### config.mk
export PLATFORM = sky130hd
export DESIGN_NAME = sync_framed_packet_receiver
export DESIGN_NICKNAME = d
export VERILOG_FILES = /design/src/hdl/sfpr_pkg.sv /design/src/hdl/sync_framed_packet_receiver.sv /design/src/hdl/sfpr_ram.sv /design/src/hdl/sfpr_ctrl.sv /design/src/hdl/sfpr_dp.sv
export VERILOG_INCLUDE_DIRS = /design/src /design/src/hdl
export SDC_FILE = /design/constraint.sdc
export NUM_CORES = 1
export LEC_CHECK = 0
export ABC_CLOCK_PERIOD_IN_PS = 5600
export BUFFER_PORTS_ARGS = -buffer_cell sky130_fd_sc_hd__buf_2
export CORE_UTILIZATION = 60
export CTS_CLUSTER_SIZE = 25
export DETAILED_ROUTE_END_ITERATION = 6
export PLACE_DENSITY = 0.84
export SLEW_MARGIN = 5
export SYNTH_ARGS = -nofsm -noshare
export SYNTH_HDL_FRONTEND = slang
export SYNTH_SLANG_ARGS = --single-unit
### constraint.sdc
create_clock -name clk -period 5.6 [get_ports clk]
set_input_delay 0.28 -clock clk [delete_from_list [all_inputs] [get_ports clk]]
set_output_delay 0.28 -clock clk [all_outputs]
set_load 0.01 [all_outputs]
### src/hdl/sync_framed_packet_receiver_assert.svh
// Assertion macros used by the receiver datapath (sfpr_dp).
// Each macro expects signals named clk and rst_n in the calling scope.
`ifndef SYNC_FRAMED_PACKET_RECEIVER_ASSERT_SVH
`define SYNC_FRAMED_PACKET_RECEIVER_ASSERT_SVH

// Same-cycle implication
`define SFPR_ASSERT_IMP(lbl, ante, cons) \
  lbl: assert property (@(posedge clk) disable iff (!rst_n) (ante) |-> (cons)) \
    else $error("sfpr: same-cycle check failed");

// Next-cycle implication
`define SFPR_ASSERT_NXT(lbl, ante, cons) \
  lbl: assert property (@(posedge clk) disable iff (!rst_n) (ante) |=> (cons)) \
    else $error("sfpr: next-cycle check failed");

`endif

### src/hdl/sfpr_pkg.sv
`default_nettype none

package sfpr_pkg;

  // Default payload buffer depth
  localparam int BUFFER_DEPTH_DEF = 64;

  // Configuration register indexes
  localparam int CFG_IDX_W = 2;
  typedef enum logic [CFG_IDX_W-1:0] {
    CFG_FIRST_SYNC  = 2'd0,
    CFG_SECOND_SYNC = 2'd1,
    CFG_OWN_ADDR    = 2'd2,
    CFG_REJECT_LOOP = 2'd3
  } cfg_idx_t;

  // Controller states: frame parse phases plus the result drain
  typedef enum logic [3:0] {
    ST_SYNC_A,
    ST_SYNC_B,
    ST_SOURCE,
    ST_DEST,
    ST_LENGTH,
    ST_PAYLOAD,
    ST_CRC_LO,
    ST_CRC_HI,
    ST_TRAIL_B,
    ST_TRAIL_A,
    ST_DRAIN_RD,
    ST_DRAIN_WR
  } phase_t;

  // Input transaction
  typedef struct packed {
    logic [7:0] rx_byte;
    logic       tx_active;
  } in_item_t;

  // Result transaction
  typedef struct packed {
    logic [7:0]  source_addr;
    logic [6:0]  payload_length;
    logic [5:0]  byte_index;
    logic [7:0]  payload_byte;
    logic        has_byte;
    logic [15:0] frame_crc;
    logic        last;
  } out_item_t;

  // Controller to datapath
  typedef struct packed {
    logic ld_source;
    logic ld_length;
    logic clr_count;
    logic wr_payload;
    logic ld_crc_lo;
    logic ld_crc_hi;
    logic drain_start;
    logic rd_en;
    logic out_load;
    logic drain_step;
  } cmd_t;

  // Datapath to controller
  typedef struct packed {
    logic drop;
    logic sync_a_hit;
    logic sync_b_hit;
    logic dest_hit;
    logic len_over;
    logic len_in_zero;
    logic len_zero;
    logic pay_last;
    logic drain_last;
    logic out_free;
  } sts_t;

endpackage

`default_nettype wire

### src/hdl/sync_framed_packet_receiver.sv
// Channel  Handshake          Payload
// in_      in_valid/in_stall  sfpr_pkg::in_item_t  (rx_byte, tx_active)
// out_     out_valid/out_stall sfpr_pkg::out_item_t (one per payload byte)
// cfg_     cfg_valid/cfg_ready cfg_index, cfg_data (always ready)
//
// The frame parser takes each received byte as it arrives.
// On a good trailer the payload buffer is drained one result at a time
// (buffer read, then output register load); an empty frame gives one result.
// in_stall is high during the drain; output stalls hold the drain.
// Synchronous active-low reset; the payload buffer is not cleared.
`default_nettype none

module sync_framed_packet_receiver #(
  parameter int BUFFER_DEPTH = sfpr_pkg::BUFFER_DEPTH_DEF
) (
  input  wire logic                           clk,
  input  wire logic                           rst_n,
  input  wire logic                           in_valid,
  output logic                                in_stall,
  input  wire sfpr_pkg::in_item_t             in_data,
  output logic                                out_valid,
  input  wire logic                           out_stall,
  output sfpr_pkg::out_item_t                 out_data,
  input  wire logic                           cfg_valid,
  output logic                                cfg_ready,
  input  wire logic [sfpr_pkg::CFG_IDX_W-1:0] cfg_index,
  input  wire logic [7:0]                     cfg_data
);

  sfpr_pkg::cmd_t cmd;
  sfpr_pkg::sts_t sts;

  assign cfg_ready = 1'b1;

  // Frame parser and drain sequencer
  sfpr_ctrl u_ctrl (
    .clk      (clk),
    .rst_n    (rst_n),
    .in_valid (in_valid),
    .in_stall (in_stall),
    .sts      (sts),
    .cmd      (cmd)
  );

  // Registers, payload buffer and result register
  sfpr_dp #(
    .BUFFER_DEPTH (BUFFER_DEPTH)
  ) u_dp (
    .clk       (clk),
    .rst_n     (rst_n),
    .in_data   (in_data),
    .cfg_we    (cfg_valid && cfg_ready),
    .cfg_index (cfg_index),
    .cfg_data  (cfg_data),
    .cmd       (cmd),
    .sts       (sts),
    .out_valid (out_valid),
    .out_stall (out_stall),
    .out_data  (out_data)
  );

endmodule

`default_nettype wire

### src/hdl/sfpr_ram.sv
`default_nettype none

module sfpr_ram #(
  parameter int WIDTH = 8,
  parameter int DEPTH = 64
) (
  input  wire logic                     clk,
  input  wire logic                     we,
  input  wire logic [$clog2(DEPTH)-1:0] waddr,
  input  wire logic [WIDTH-1:0]         wdata,
  input  wire logic                     re,
  input  wire logic [$clog2(DEPTH)-1:0] raddr,
  output logic      [WIDTH-1:0]         rdata
);

  logic [WIDTH-1:0] mem_r [DEPTH];
  logic [WIDTH-1:0] rdata_r;

  // One write port, one registered read port
  always_ff @(posedge clk) begin
    if (we) begin
      mem_r[waddr] <= wdata;
    end
    if (re) begin
      rdata_r <= mem_r[raddr];
    end
  end

  assign rdata = rdata_r;

endmodule

`default_nettype wire

### src/hdl/sfpr_ctrl.sv
`default_nettype none

module sfpr_ctrl (
  input  wire logic          clk,
  input  wire logic          rst_n,
  input  wire logic          in_valid,
  output logic               in_stall,
  input  wire sfpr_pkg::sts_t sts,
  output sfpr_pkg::cmd_t     cmd
);

  sfpr_pkg::phase_t state_r, state_nxt;
  logic             step;

  // State register
  always_ff @(posedge clk) begin
    if (!rst_n) begin
      state_r <= sfpr_pkg::ST_SYNC_A;
    end else begin
      state_r <= state_nxt;
    end
  end

  // No input while results are being drained
  assign in_stall = (state_r == sfpr_pkg::ST_DRAIN_RD) ||
                    (state_r == sfpr_pkg::ST_DRAIN_WR);

  // A transaction that is not a dropped loopback byte advances the parser
  assign step = in_valid && !in_stall && !sts.drop;

  // Next state and commands
  always_comb begin
    state_nxt = state_r;
    cmd       = '0;
    unique case (state_r)
      sfpr_pkg::ST_SYNC_A: begin
        if (step && sts.sync_a_hit) begin
          state_nxt = sfpr_pkg::ST_SYNC_B;
        end
      end
      sfpr_pkg::ST_SYNC_B: begin
        if (step) begin
          state_nxt = sts.sync_b_hit ? sfpr_pkg::ST_SOURCE : sfpr_pkg::ST_SYNC_A;
        end
      end
      sfpr_pkg::ST_SOURCE: begin
        if (step) begin
          cmd.ld_source = 1'b1;
          state_nxt     = sfpr_pkg::ST_DEST;
        end
      end
      sfpr_pkg::ST_DEST: begin
        if (step) begin
          state_nxt = sts.dest_hit ? sfpr_pkg::ST_LENGTH : sfpr_pkg::ST_SYNC_A;
        end
      end
      sfpr_pkg::ST_LENGTH: begin
        if (step) begin
          cmd.clr_count = 1'b1;
          if (sts.len_over) begin
            state_nxt = sfpr_pkg::ST_SYNC_A;
          end else begin
            cmd.ld_length = 1'b1;
            state_nxt     = sts.len_in_zero ? sfpr_pkg::ST_CRC_LO : sfpr_pkg::ST_PAYLOAD;
          end
        end
      end
      sfpr_pkg::ST_PAYLOAD: begin
        if (step) begin
          cmd.wr_payload = 1'b1;
          if (sts.pay_last) begin
            state_nxt = sfpr_pkg::ST_CRC_LO;
          end
        end
      end
      sfpr_pkg::ST_CRC_LO: begin
        if (step) begin
          cmd.ld_crc_lo = 1'b1;
          state_nxt     = sfpr_pkg::ST_CRC_HI;
        end
      end
      sfpr_pkg::ST_CRC_HI: begin
        if (step) begin
          cmd.ld_crc_hi = 1'b1;
          state_nxt     = sfpr_pkg::ST_TRAIL_B;
        end
      end
      sfpr_pkg::ST_TRAIL_B: begin
        if (step) begin
          state_nxt = sts.sync_b_hit ? sfpr_pkg::ST_TRAIL_A : sfpr_pkg::ST_SYNC_A;
        end
      end
      sfpr_pkg::ST_TRAIL_A: begin
        if (step) begin
          if (sts.sync_a_hit) begin
            // Frame complete: an empty frame skips the buffer read
            cmd.drain_start = 1'b1;
            state_nxt = (sts.len_zero) ? sfpr_pkg::ST_DRAIN_WR : sfpr_pkg::ST_DRAIN_RD;
          end else begin
            state_nxt = sfpr_pkg::ST_SYNC_A;
          end
        end
      end
      sfpr_pkg::ST_DRAIN_RD: begin
        cmd.rd_en = 1'b1;
        state_nxt = sfpr_pkg::ST_DRAIN_WR;
      end
      sfpr_pkg::ST_DRAIN_WR: begin
        if (sts.out_free) begin
          cmd.out_load = 1'b1;
          if (sts.drain_last) begin
            state_nxt = sfpr_pkg::ST_SYNC_A;
          end else begin
            cmd.drain_step = 1'b1;
            state_nxt      = sfpr_pkg::ST_DRAIN_RD;
          end
        end
      end
      default: begin
        state_nxt = sfpr_pkg::ST_SYNC_A;
      end
    endcase
  end

endmodule

`default_nettype wire

### src/hdl/sfpr_dp.sv
`default_nettype none

`include "sync_framed_packet_receiver_assert.svh"

module sfpr_dp #(
  parameter int BUFFER_DEPTH = sfpr_pkg::BUFFER_DEPTH_DEF
) (
  input  wire logic                          clk,
  input  wire logic                          rst_n,
  input  wire sfpr_pkg::in_item_t            in_data,
  input  wire logic                          cfg_we,
  input  wire logic [sfpr_pkg::CFG_IDX_W-1:0] cfg_index,
  input  wire logic [7:0]                    cfg_data,
  input  wire sfpr_pkg::cmd_t                cmd,
  output sfpr_pkg::sts_t                     sts,
  output logic                               out_valid,
  input  wire logic                          out_stall,
  output sfpr_pkg::out_item_t                out_data
);

  localparam int IDX_W = $clog2(BUFFER_DEPTH);
  localparam int LEN_W = $clog2(BUFFER_DEPTH + 1);

  // Configuration registers
  logic [7:0] first_sync_r;
  logic [7:0] second_sync_r;
  logic [7:0] own_addr_r;
  logic       reject_loop_r;

  // Frame fields
  logic [7:0]       source_r;
  logic [LEN_W-1:0] length_r;
  logic [LEN_W-1:0] count_r;
  logic [15:0]      crc_r;
  logic [LEN_W-1:0] drain_idx_r;
  logic             out_valid_r;
  sfpr_pkg::out_item_t out_data_r;

  logic [7:0]     rd_byte;
  logic [LEN_W:0] count_inc;
  logic [LEN_W:0] drain_inc;
  logic           len_zero;
  logic           drain_last;

  // Configuration writes; unknown codes cannot occur with a 2-bit index
  always_ff @(posedge clk) begin
    if (!rst_n) begin
      first_sync_r  <= '0;
      second_sync_r <= '0;
      own_addr_r    <= '0;
      reject_loop_r <= 1'b0;
    end else if (cfg_we) begin
      unique case (cfg_index)
        sfpr_pkg::CFG_FIRST_SYNC:  first_sync_r  <= cfg_data;
        sfpr_pkg::CFG_SECOND_SYNC: second_sync_r <= cfg_data;
        sfpr_pkg::CFG_OWN_ADDR:    own_addr_r    <= cfg_data;
        sfpr_pkg::CFG_REJECT_LOOP: reject_loop_r <= cfg_data[0];
        default: ;
      endcase
    end
  end

  // Header, length, payload counter and CRC capture
  always_ff @(posedge clk) begin
    if (cmd.ld_source) begin
      source_r <= in_data.rx_byte;
    end
    if (cmd.ld_length) begin
      length_r <= in_data.rx_byte[LEN_W-1:0];
    end
    if (cmd.clr_count) begin
      count_r <= '0;
    end else if (cmd.wr_payload) begin
      count_r <= count_inc[LEN_W-1:0];
    end
    if (cmd.ld_crc_lo) begin
      crc_r <= {8'h00, in_data.rx_byte};
    end else if (cmd.ld_crc_hi) begin
      crc_r <= {in_data.rx_byte, crc_r[7:0]};
    end
    if (cmd.drain_start) begin
      drain_idx_r <= '0;
    end else if (cmd.drain_step) begin
      drain_idx_r <= drain_inc[LEN_W-1:0];
    end
  end

  // Payload buffer
  sfpr_ram #(
    .WIDTH (8),
    .DEPTH (BUFFER_DEPTH)
  ) u_buf (
    .clk   (clk),
    .we    (cmd.wr_payload),
    .waddr (count_r[IDX_W-1:0]),
    .wdata (in_data.rx_byte),
    .re    (cmd.rd_en),
    .raddr (drain_idx_r[IDX_W-1:0]),
    .rdata (rd_byte)
  );

  assign count_inc  = {1'b0, count_r} + (LEN_W+1)'(1);
  assign drain_inc  = {1'b0, drain_idx_r} + (LEN_W+1)'(1);
  assign len_zero   = (length_r == '0);
  assign drain_last = len_zero || (drain_inc == {1'b0, length_r});

  // Status to controller
  always_comb begin
    sts.drop        = reject_loop_r && in_data.tx_active;
    sts.sync_a_hit  = (in_data.rx_byte == first_sync_r);
    sts.sync_b_hit  = (in_data.rx_byte == second_sync_r);
    sts.dest_hit    = ((in_data.rx_byte & own_addr_r) == own_addr_r);
    sts.len_over    = ({1'b0, in_data.rx_byte} > 9'(BUFFER_DEPTH));
    sts.len_in_zero = (in_data.rx_byte == 8'h00);
    sts.len_zero    = len_zero;
    sts.pay_last    = (count_inc >= {1'b0, length_r});
    sts.drain_last  = drain_last;
    sts.out_free    = !out_valid_r || !out_stall;
  end

  // Output register
  always_ff @(posedge clk) begin
    if (!rst_n) begin
      out_valid_r <= 1'b0;
    end else if (cmd.out_load) begin
      out_valid_r <= 1'b1;
    end else if (!out_stall) begin
      out_valid_r <= 1'b0;
    end
  end

  always_ff @(posedge clk) begin
    if (cmd.out_load) begin
      out_data_r.source_addr    <= source_r;
      out_data_r.payload_length <= 7'(length_r);
      out_data_r.byte_index     <= 6'(drain_idx_r);
      out_data_r.payload_byte   <= len_zero ? 8'h00 : rd_byte;
      out_data_r.has_byte       <= !len_zero;
      out_data_r.frame_crc      <= crc_r;
      out_data_r.last           <= drain_last;
    end
  end

  assign out_valid = out_valid_r;
  assign out_data  = out_data_r;

  // A pending result is never overwritten
  `SFPR_ASSERT_IMP(a_load_free, cmd.out_load, !out_valid_r || !out_stall)
  // Payload writes stay inside the buffer
  `SFPR_ASSERT_IMP(a_wr_range, cmd.wr_payload, {1'b0, count_r} < (LEN_W+1)'(BUFFER_DEPTH))
  // Drain reads only entries of the current frame
  `SFPR_ASSERT_IMP(a_rd_range, cmd.rd_en, drain_idx_r < length_r)
  // A loaded result is presented next cycle
  `SFPR_ASSERT_NXT(a_load_shows, cmd.out_load, out_valid_r)

endmodule

`default_nettype wire
After elaboration in Yosys (flattened, before gate mapping)
Memories as Yosys holds them, arrays and structs flattened. A register that Yosys moved wholly into a read port is not among the register bits.
Index checks and enable logic that the tools add are counted.
{"block": "word_totals", "register_bits": 122, "ramBits": 512, "input_bits": 24, "output_inout_bits": 50, "word_cells": 118, "mem_count": 1}
{"memory": "u_dp.u_buf.mem_r", "words": 64, "width": 8, "read_ports": 1, "rd_clocked_by_memory_dff": 1, "write_ports": 1, "line_no": "sfpr_ram.sv:16", "text": "logic [WIDTH-1:0] mem_r [DEPTH];"}
{"block": "op_classes", "add_sub_neg": 2, "n_lt_le_gt_ge": 2, "eq_ne": 31, "n_mux": 41, "bitwise_logic": 1, "n_reduce_logical": 21}
{"op": "two-way mux 4 bit", "n": 16}
{"op": "case mux 4 bit (12 select lines)", "n": 1}
{"op": "equality test 8 bit", "n": 3}
{"op": "!= test 2 x 1 -> 1 bit, second input constant", "n": 11}
{"op": "adder 7 x 1 -> 8 bit, second input constant", "n": 2}
{"op": "equality test 4 x 3 -> 1 bit, second input constant", "n": 4}
{"op": "equality test 4 bit, second input constant", "n": 4}
{"op": "two-way mux 1 bit", "n": 16}
{"op": "two-way mux 2 bit", "n": 6}
{"op": "AND reduction 12 bit", "n": 1}
{"op": "bitwise AND 8 bit", "n": 1}
{"op": "equality test 4 x 2 -> 1 bit, second input constant", "n": 2}
{"op": "equality test 8 x 7 -> 1 bit", "n": 1}
{"op": ">= comparator 8 x 7 -> 1 bit", "n": 1}
{"op": "> comparator 8 x 7 -> 1 bit, second input constant", "n": 1}
{"op": "logical NOT 8 bit", "n": 1}
{"op": "two-way mux 8 bit", "n": 1}
{"op": "AND reduction 2 bit", "n": 4}
{"op": "logical NOT 7 bit", "n": 1}
{"op": "logical NOT 1 bit", "n": 5}
{"op": "equality test 2 bit, second input constant", "n": 2}
{"op": "equality test 4 x 1 -> 1 bit, second input constant", "n": 1}
{"op": "logical AND 1 bit", "n": 4}
{"op": "logical NOT 4 bit", "n": 1}
{"op": "5 further kinds", "n": 8}

Depth between registers and ports, before layout
{"block": "depth", "depth_word": 9, "depth_mapped": 10, "ltp_nobuf": 10}

By module
Synthesis repeated with hierarchy kept, for this count alone.
{"block": "unflattened", "cells_unflattened": 1370, "area_unflattened_um2": 25490.7}
{"module": "sfpr_ram", "instances": 1, "cells_each": 940, "area_each_um2": 20246.9, "seq_area_each_um2": 15615.0}
{"module": "sfpr_dp", "instances": 1, "cells_each": 358, "area_each_um2": 4714.5, "seq_area_each_um2": 3062.9}
{"module": "sfpr_ctrl", "instances": 1, "cells_each": 70, "area_each_um2": 518.0, "seq_area_each_um2": 80.1}
{"module": "sync_framed_packet_receiver", "instances": 1, "cells_each": 2, "area_each_um2": 11.3, "seq_area_each_um2": 0.0}

Worst setup path before layout
Ideal clock, no wire load.
{"block": "synth_timing", "path_type": "reg-to-reg", "start": "reg u_ctrl.state_r[1]", "end": "reg u_dp.drain_idx_r[1]", "setup_ns": 0.116, "arrival_ns": 3.991, "t_required_ns": 5.484, "setup_slack_ns": 1.493, "stages_incl_launch_ff": 9, "n_path_buf": 1, "synth_period_minus_slack_ns": 4.107, "path_cell_list": "dfxtp_1 buf_2 nand3b_1 inv_1 nand2_1 a21oi_1 and2_0 nand2_1 a31o_2"}
{"block": "synth_via", "elab_chain_len": 7, "word_cells_on_any_way": 10, "cone_classes": "eq/ne: 3; mux: 3; reduce/logical: 4"}
{"item": "start: declaration", "line_no": "sfpr_ctrl.sv:12", "text": "sfpr_pkg::phase_t state_r, state_nxt;"}
{"item": "start signal: assignment", "line_no": "sfpr_ctrl.sv:18", "text": "state_r <= sfpr_pkg::ST_SYNC_A;"}
{"item": "start signal: assignment", "line_no": "sfpr_ctrl.sv:20", "text": "state_r <= state_nxt;"}
{"item": "equality test 4 bit (on tied branches)", "line_no": "sfpr_ctrl.sv:25, sfpr_ctrl.sv:26"}
{"item": "logical OR 1 bit (*)", "line_no": "sfpr_ctrl.sv:25", "text": "assign in_stall = (state_r == sfpr_pkg::ST_DRAIN_RD) ||"}
{"item": "named net in_stall", "line_no": "sync_framed_packet_receiver.sv:19", "text": "output logic in_stall,"}
{"item": "logical NOT 1 bit (*)", "line_no": "sfpr_ctrl.sv:29", "text": "assign step = in_valid && !in_stall && !sts.drop;"}
{"item": "logical AND 1 bit (*) (2 in series)", "line_no": "sfpr_ctrl.sv:29"}
{"item": "two-way mux 1 bit (*)", "line_no": "sfpr_ctrl.sv:94", "text": "if (step) begin"}
{"item": "two-way mux 1 bit (*)", "line_no": "sfpr_ctrl.sv:35", "text": "unique case (state_r)"}
{"item": "end signal: assignment", "line_no": "sfpr_dp.sv:84", "text": "drain_idx_r <= drain_inc[LEN_W-1:0];"}
{"item": "end: declaration", "line_no": "sfpr_dp.sv:35", "text": "logic [LEN_W-1:0] drain_idx_r;"}
Mark *: on every way through the listed nets, which the timed path passes. The rest lies on a longest branch.
A chain may end at the register's enable or synchronous reset.

Worst setup path after layout
{"block": "layout_timing", "start": "reg u_ctrl.state_r[0]", "end": "mem u_dp.u_buf.mem_r[29][7], enable pin"}
{"block": "layout_via", "elab_chain_len": 9, "word_cells_on_any_way": 11, "cone_classes": "eq/ne: 3; mux: 4; reduce/logical: 4"}
{"item": "equality test 4 bit (on tied branches)", "line_no": "sfpr_ctrl.sv:25, sfpr_ctrl.sv:26"}
{"item": "logical OR 1 bit", "line_no": "sfpr_ctrl.sv:25"}
{"item": "logical NOT 1 bit", "line_no": "sfpr_ctrl.sv:29"}
{"item": "logical AND 1 bit (2 in series)", "line_no": "sfpr_ctrl.sv:29"}
{"item": "two-way mux 1 bit", "line_no": "sfpr_ctrl.sv:69", "text": "if (step) begin"}
{"item": "two-way mux 1 bit (*)", "line_no": "sfpr_ctrl.sv:35"}
{"item": "two-way mux 1 bit (*)", "line_no": "sfpr_ram.sv:21", "text": "if (we) begin"}
{"item": "two-way mux 1 bit (implied by the code) (*)", "line_no": "sfpr_ram.sv:22", "text": "mem_r[waddr] <= wdata;"}
{"item": "end: declaration", "line_no": "sfpr_ram.sv:16"}
Mark *: on every way between the ends. The rest lies on a longest branch, timed or not.

==> flow_metrics.tcl <==
set metrics [dict create \
    outcome "finished with violations" \
    failed_checks "design-rule violations" \
    die-area_um2 42800 \
    start_util_pct 61.3 \
    synth_fp_nets 1311 \
    synthCells 1278 \
    layout-drive-gt1-share_pct 26.2 \
    postCtsSetupBuffers 0 \
    max_slew_margin_pct 27.0 \
    final_cells 1961 \
    hold_viol_final 0 \
    fillers 2451 \
    synth-edff-count 590 \
    cts-root-buf "clkbuf_16" \
    min_period_ns 3.78 \
    coreArea_um2 41100 \
    syn2layout_area_growth_pct 12.2 \
    wl_per_cell_um 29.7 \
    max_clock_freq_mhz 265 \
    cap_violations 0 \
    vias 13200 \
    dieHeight_um 207 \
    ys_ff_latch 642 \
    rows 74 \
    worstPathRequired_ns 5.85 \
    slowest_delay_ns 0.97 \
    clkPwrFrac_pct 40.3 \
    clkTransAtPathRegs_ns 0.07 \
    h-tree-depth 2 \
    rsz0062_at_grt "no" \
    gr-total-overflow 0 \
    p_int_mw 8.18 \
    nets 1413 \
    seq_power_share_pct 51.4 \
    reg2reg_from "u_ctrl.state_r[0]" \
    insertion_delay_ns 0.63 \
    grt_pass1_vias 13200 \
    dr.pass1.iters 7 \
    cp_max_fo 17 \
    power.switching_mw 2.36 \
    regArea_um2 18800 \
    top_layer_used "met5" \
    reg2regPathDepth 5 \
    cts.path.max_buffers 3 \
    max-vdd-ir-drop_v 0.000256 \
    grt_antenna_before_repair 2 \
    drc 5 \
    wl_met2_mm 28.6 \
    worstHoldPathType "input pin to flop" \
    grt_start_max_net_pins 72 \
    netlist_area_um2 25200 \
    hp-start "cfg_index[1]" \
    synth_ff_type "edfxtp_1" \
    p_sw_share_pct 22.4 \
    p_per_area_nw_per_um2 373 \
    n_antenna_cell 0 \
    p_comb_share_pct 8.3 \
    startpoint_type "flop" \
    multiInputGateArea_um2 6060 \
    setup-tns-final_ns 0 \
    worstSetupPathType "flop to flop" \
    grt_pass1_wl_mm 85.7 \
    arrival_ns 4.03 \
    synth_seq_area_share_pct 74.5 \
    setup_viol 0 \
    ant_nets 0 \
    dr_wl_met3_mm 6.22 \
    numPortBuffers 72 \
    routed_wl_mm 58.2 \
    crit_chain "nand2b_1, or2_2, nor2_2, nand4b_1, nor2_1" \
    finalCritPeriodShare_pct 67.5 \
    hold_depth 4 \
    via_per_inst 6.71 \
    drtIter0Drc 1747 \
    yosys_warnings 0 \
    io_pins 74 \
    endpoint_kind "flop" \
    fp.dieW_um 207 \
    slowest_stage "nor2_1" \
    p_leak_nw 9.03 \
    cts_buffers 60 \
    worst_slew_pin_slew_ns 1.09 \
    grt_usage_pct 28.4 \
    ys_types 58 \
    cts.sink_count 642 \
    dp.cells 1840 \
    slew_viol_final 0 \
    crit_start "u_ctrl.state_r[0]" \
    cts_tree "yes" \
    gp_congestion 0.868 \
    drt-met1-wl_mm 21.2 \
    async_reset_ff_share_pct 0 \
    synth.avg_cell_area_um2 19.7 \
    hpwl_mm 33.1 \
    final_core_util_pct 68.7 \
    skew_ns 0.0180 \
]
-- synth_stat cells, types with 11 or more instances --
| master | n | area [um^2] |
|---|---|---|
| buf_2 | 13 | 65.1 |
| edfxtp_1 | 590 | 17700 |
| dfxtp_1 | 52 | 1040 |
| inv_1 | 17 | 63.8 |
| nand3_1 | 19 | 95.1 |
| and2_1 | 11 | 68.8 |
| nor2_1 | 121 | 454 |
| clkbuf_1 | 32 | 120 |
| xor2_1 | 26 | 228 |
| mux2i_1 | 45 | 450 |
| a21oi_1 | 13 | 65.1 |
| mux4_2 | 160 | 3600 |
| nand2_1 | 35 | 131 |
-- worst paths after layout --
path | slack, ns | end
max | 1.82 | u_dp.u_buf.mem_r[29][7]
max reg2reg | 1.82 | u_dp.u_buf.mem_r[29][7]
min reg2reg | 0.42 | u_dp.out_data[4]
min | 0.06 | u_dp.reject_loop_r
-- per-layer routing --
metal  GRT usage [%]  up-vias
met5               0        -
li1                -     5340
met4            11.0        2
met3            6.17      136
met1            38.8     6726
met2            45.3      961
-- kinds of logic (layout without fill, tap and decap cells) --
logic type	count (synthesis)	in the layout	synth area share, %
DFF	642	642	74.5
and+or+nand+nor	241	241	4.47
muxes	213	213	16.5
buffers and inverters	83	234	1.53
AOI/OAI and AO/OA	56	56	1.47
xor gates and xnor gates	33	33	1.15
adders and majority gates	9	9	0.447
other	1	1	0.0149
-- power groups by stage --
stage / Clock [mW] / Combinational, mW / Sequential [mW]
global placement: 0 / 0.834 / 5.51
global route: 4.43 / 0.933 / 5.43
floorplan: 0 / 0.691 / 5.42
detailed placement: 0 / 0.855 / 5.52
finish: 4.24 / 0.880 / 5.42
CTS: 4.28 / 0.878 / 5.42
-- cell usage in the layout (no fill, tap or decap), types with 4 or more instances in the layout --
| cell type | n |
|---|---|
| o21ai_1 | 8 |
| clkbuf_1 | 15 |
| nor4_1 | 8 |
| clkinv_2 | 6 |
| xor2_1 | 26 |
| bufinv_16 | 8 |
| o21ai_0 | 9 |
| edfxtp_1 | 590 |
| nor3_1 | 5 |
| clkbuf_16 | 61 |
| inv_1 | 17 |
| dfxtp_1 | 49 |
| nor2_1 | 121 |
| mux2i_1 | 45 |
| xnor2_1 | 7 |
| clkinvlp_4 | 5 |
| nand3b_1 | 9 |
| nand2_1 | 35 |
| nand3_1 | 19 |
| and3_1 | 4 |
| clkbuf_8 | 6 |
| buf_4 | 24 |
| nand4_1 | 4 |
| dlygate4sd3_1 | 10 |
| a21oi_1 | 12 |
| mux2_2 | 8 |
| nand2b_1 | 6 |
| and2_1 | 11 |
| mux4_2 | 160 |
| buf_2 | 72 |
| ha_1 | 9 |
| clkinv_4 | 5 |
-- area by class of cell --
type                            instances  area share [%]
Clock buffer                           82            5.89
Sequential cell                       642            66.4
Clock inverter                         29            1.36
Tap cell                              532            2.36
Timing Repair Buffer                  106            2.27
Multi-Input combinational cell        553            21.5
Inverter                               17           0.226
-- worst max-delay path, delay by kind of cell (launching register included) --
family	cells	cell delay, ns
and+or+nand+nor	5	2.70
DFF	1	0.67
-- timing repair --
item / 4_1_cts / 5_1_grt
resized for setup: 0 / 0
hold buffers: 10 / 0
endpoints found under the hold margin: 26 / 0
endpoints found under the setup margin: 0 / 0
-- sequential cells by signal, indices dropped and copies added, names as in the netlist, 4 cells and up --
name / cells
u_dp.first_sync_r: 8
u_dp.u_buf.rdata: 8
u_dp.drain_idx_r: 7
u_dp.u_buf.mem_r: 512
u_dp.source_r: 8
u_dp.own_addr_r: 8
u_ctrl.state_r: 4
u_dp.length_r: 7
u_dp.count_r: 7
u_dp.second_sync_r: 8
u_dp.crc_r: 16
u_dp.out_data: 47
-- metrics by stage --
stage	cell area, um^2	hold slack [ns]	power [mW]	setup WS, ns
after floorplan	25200	0.379	6.11	1.49
after global placement	26100	0.402	6.34	2.14
after detailed placement	26100	0.406	6.37	2.10
after CTS	28300	0.0373	10.6	1.99
after global routing	28300	0.0669	10.8	1.68
final	28300	0.0571	10.5	1.82
Power figures use the tool's default switching activity.
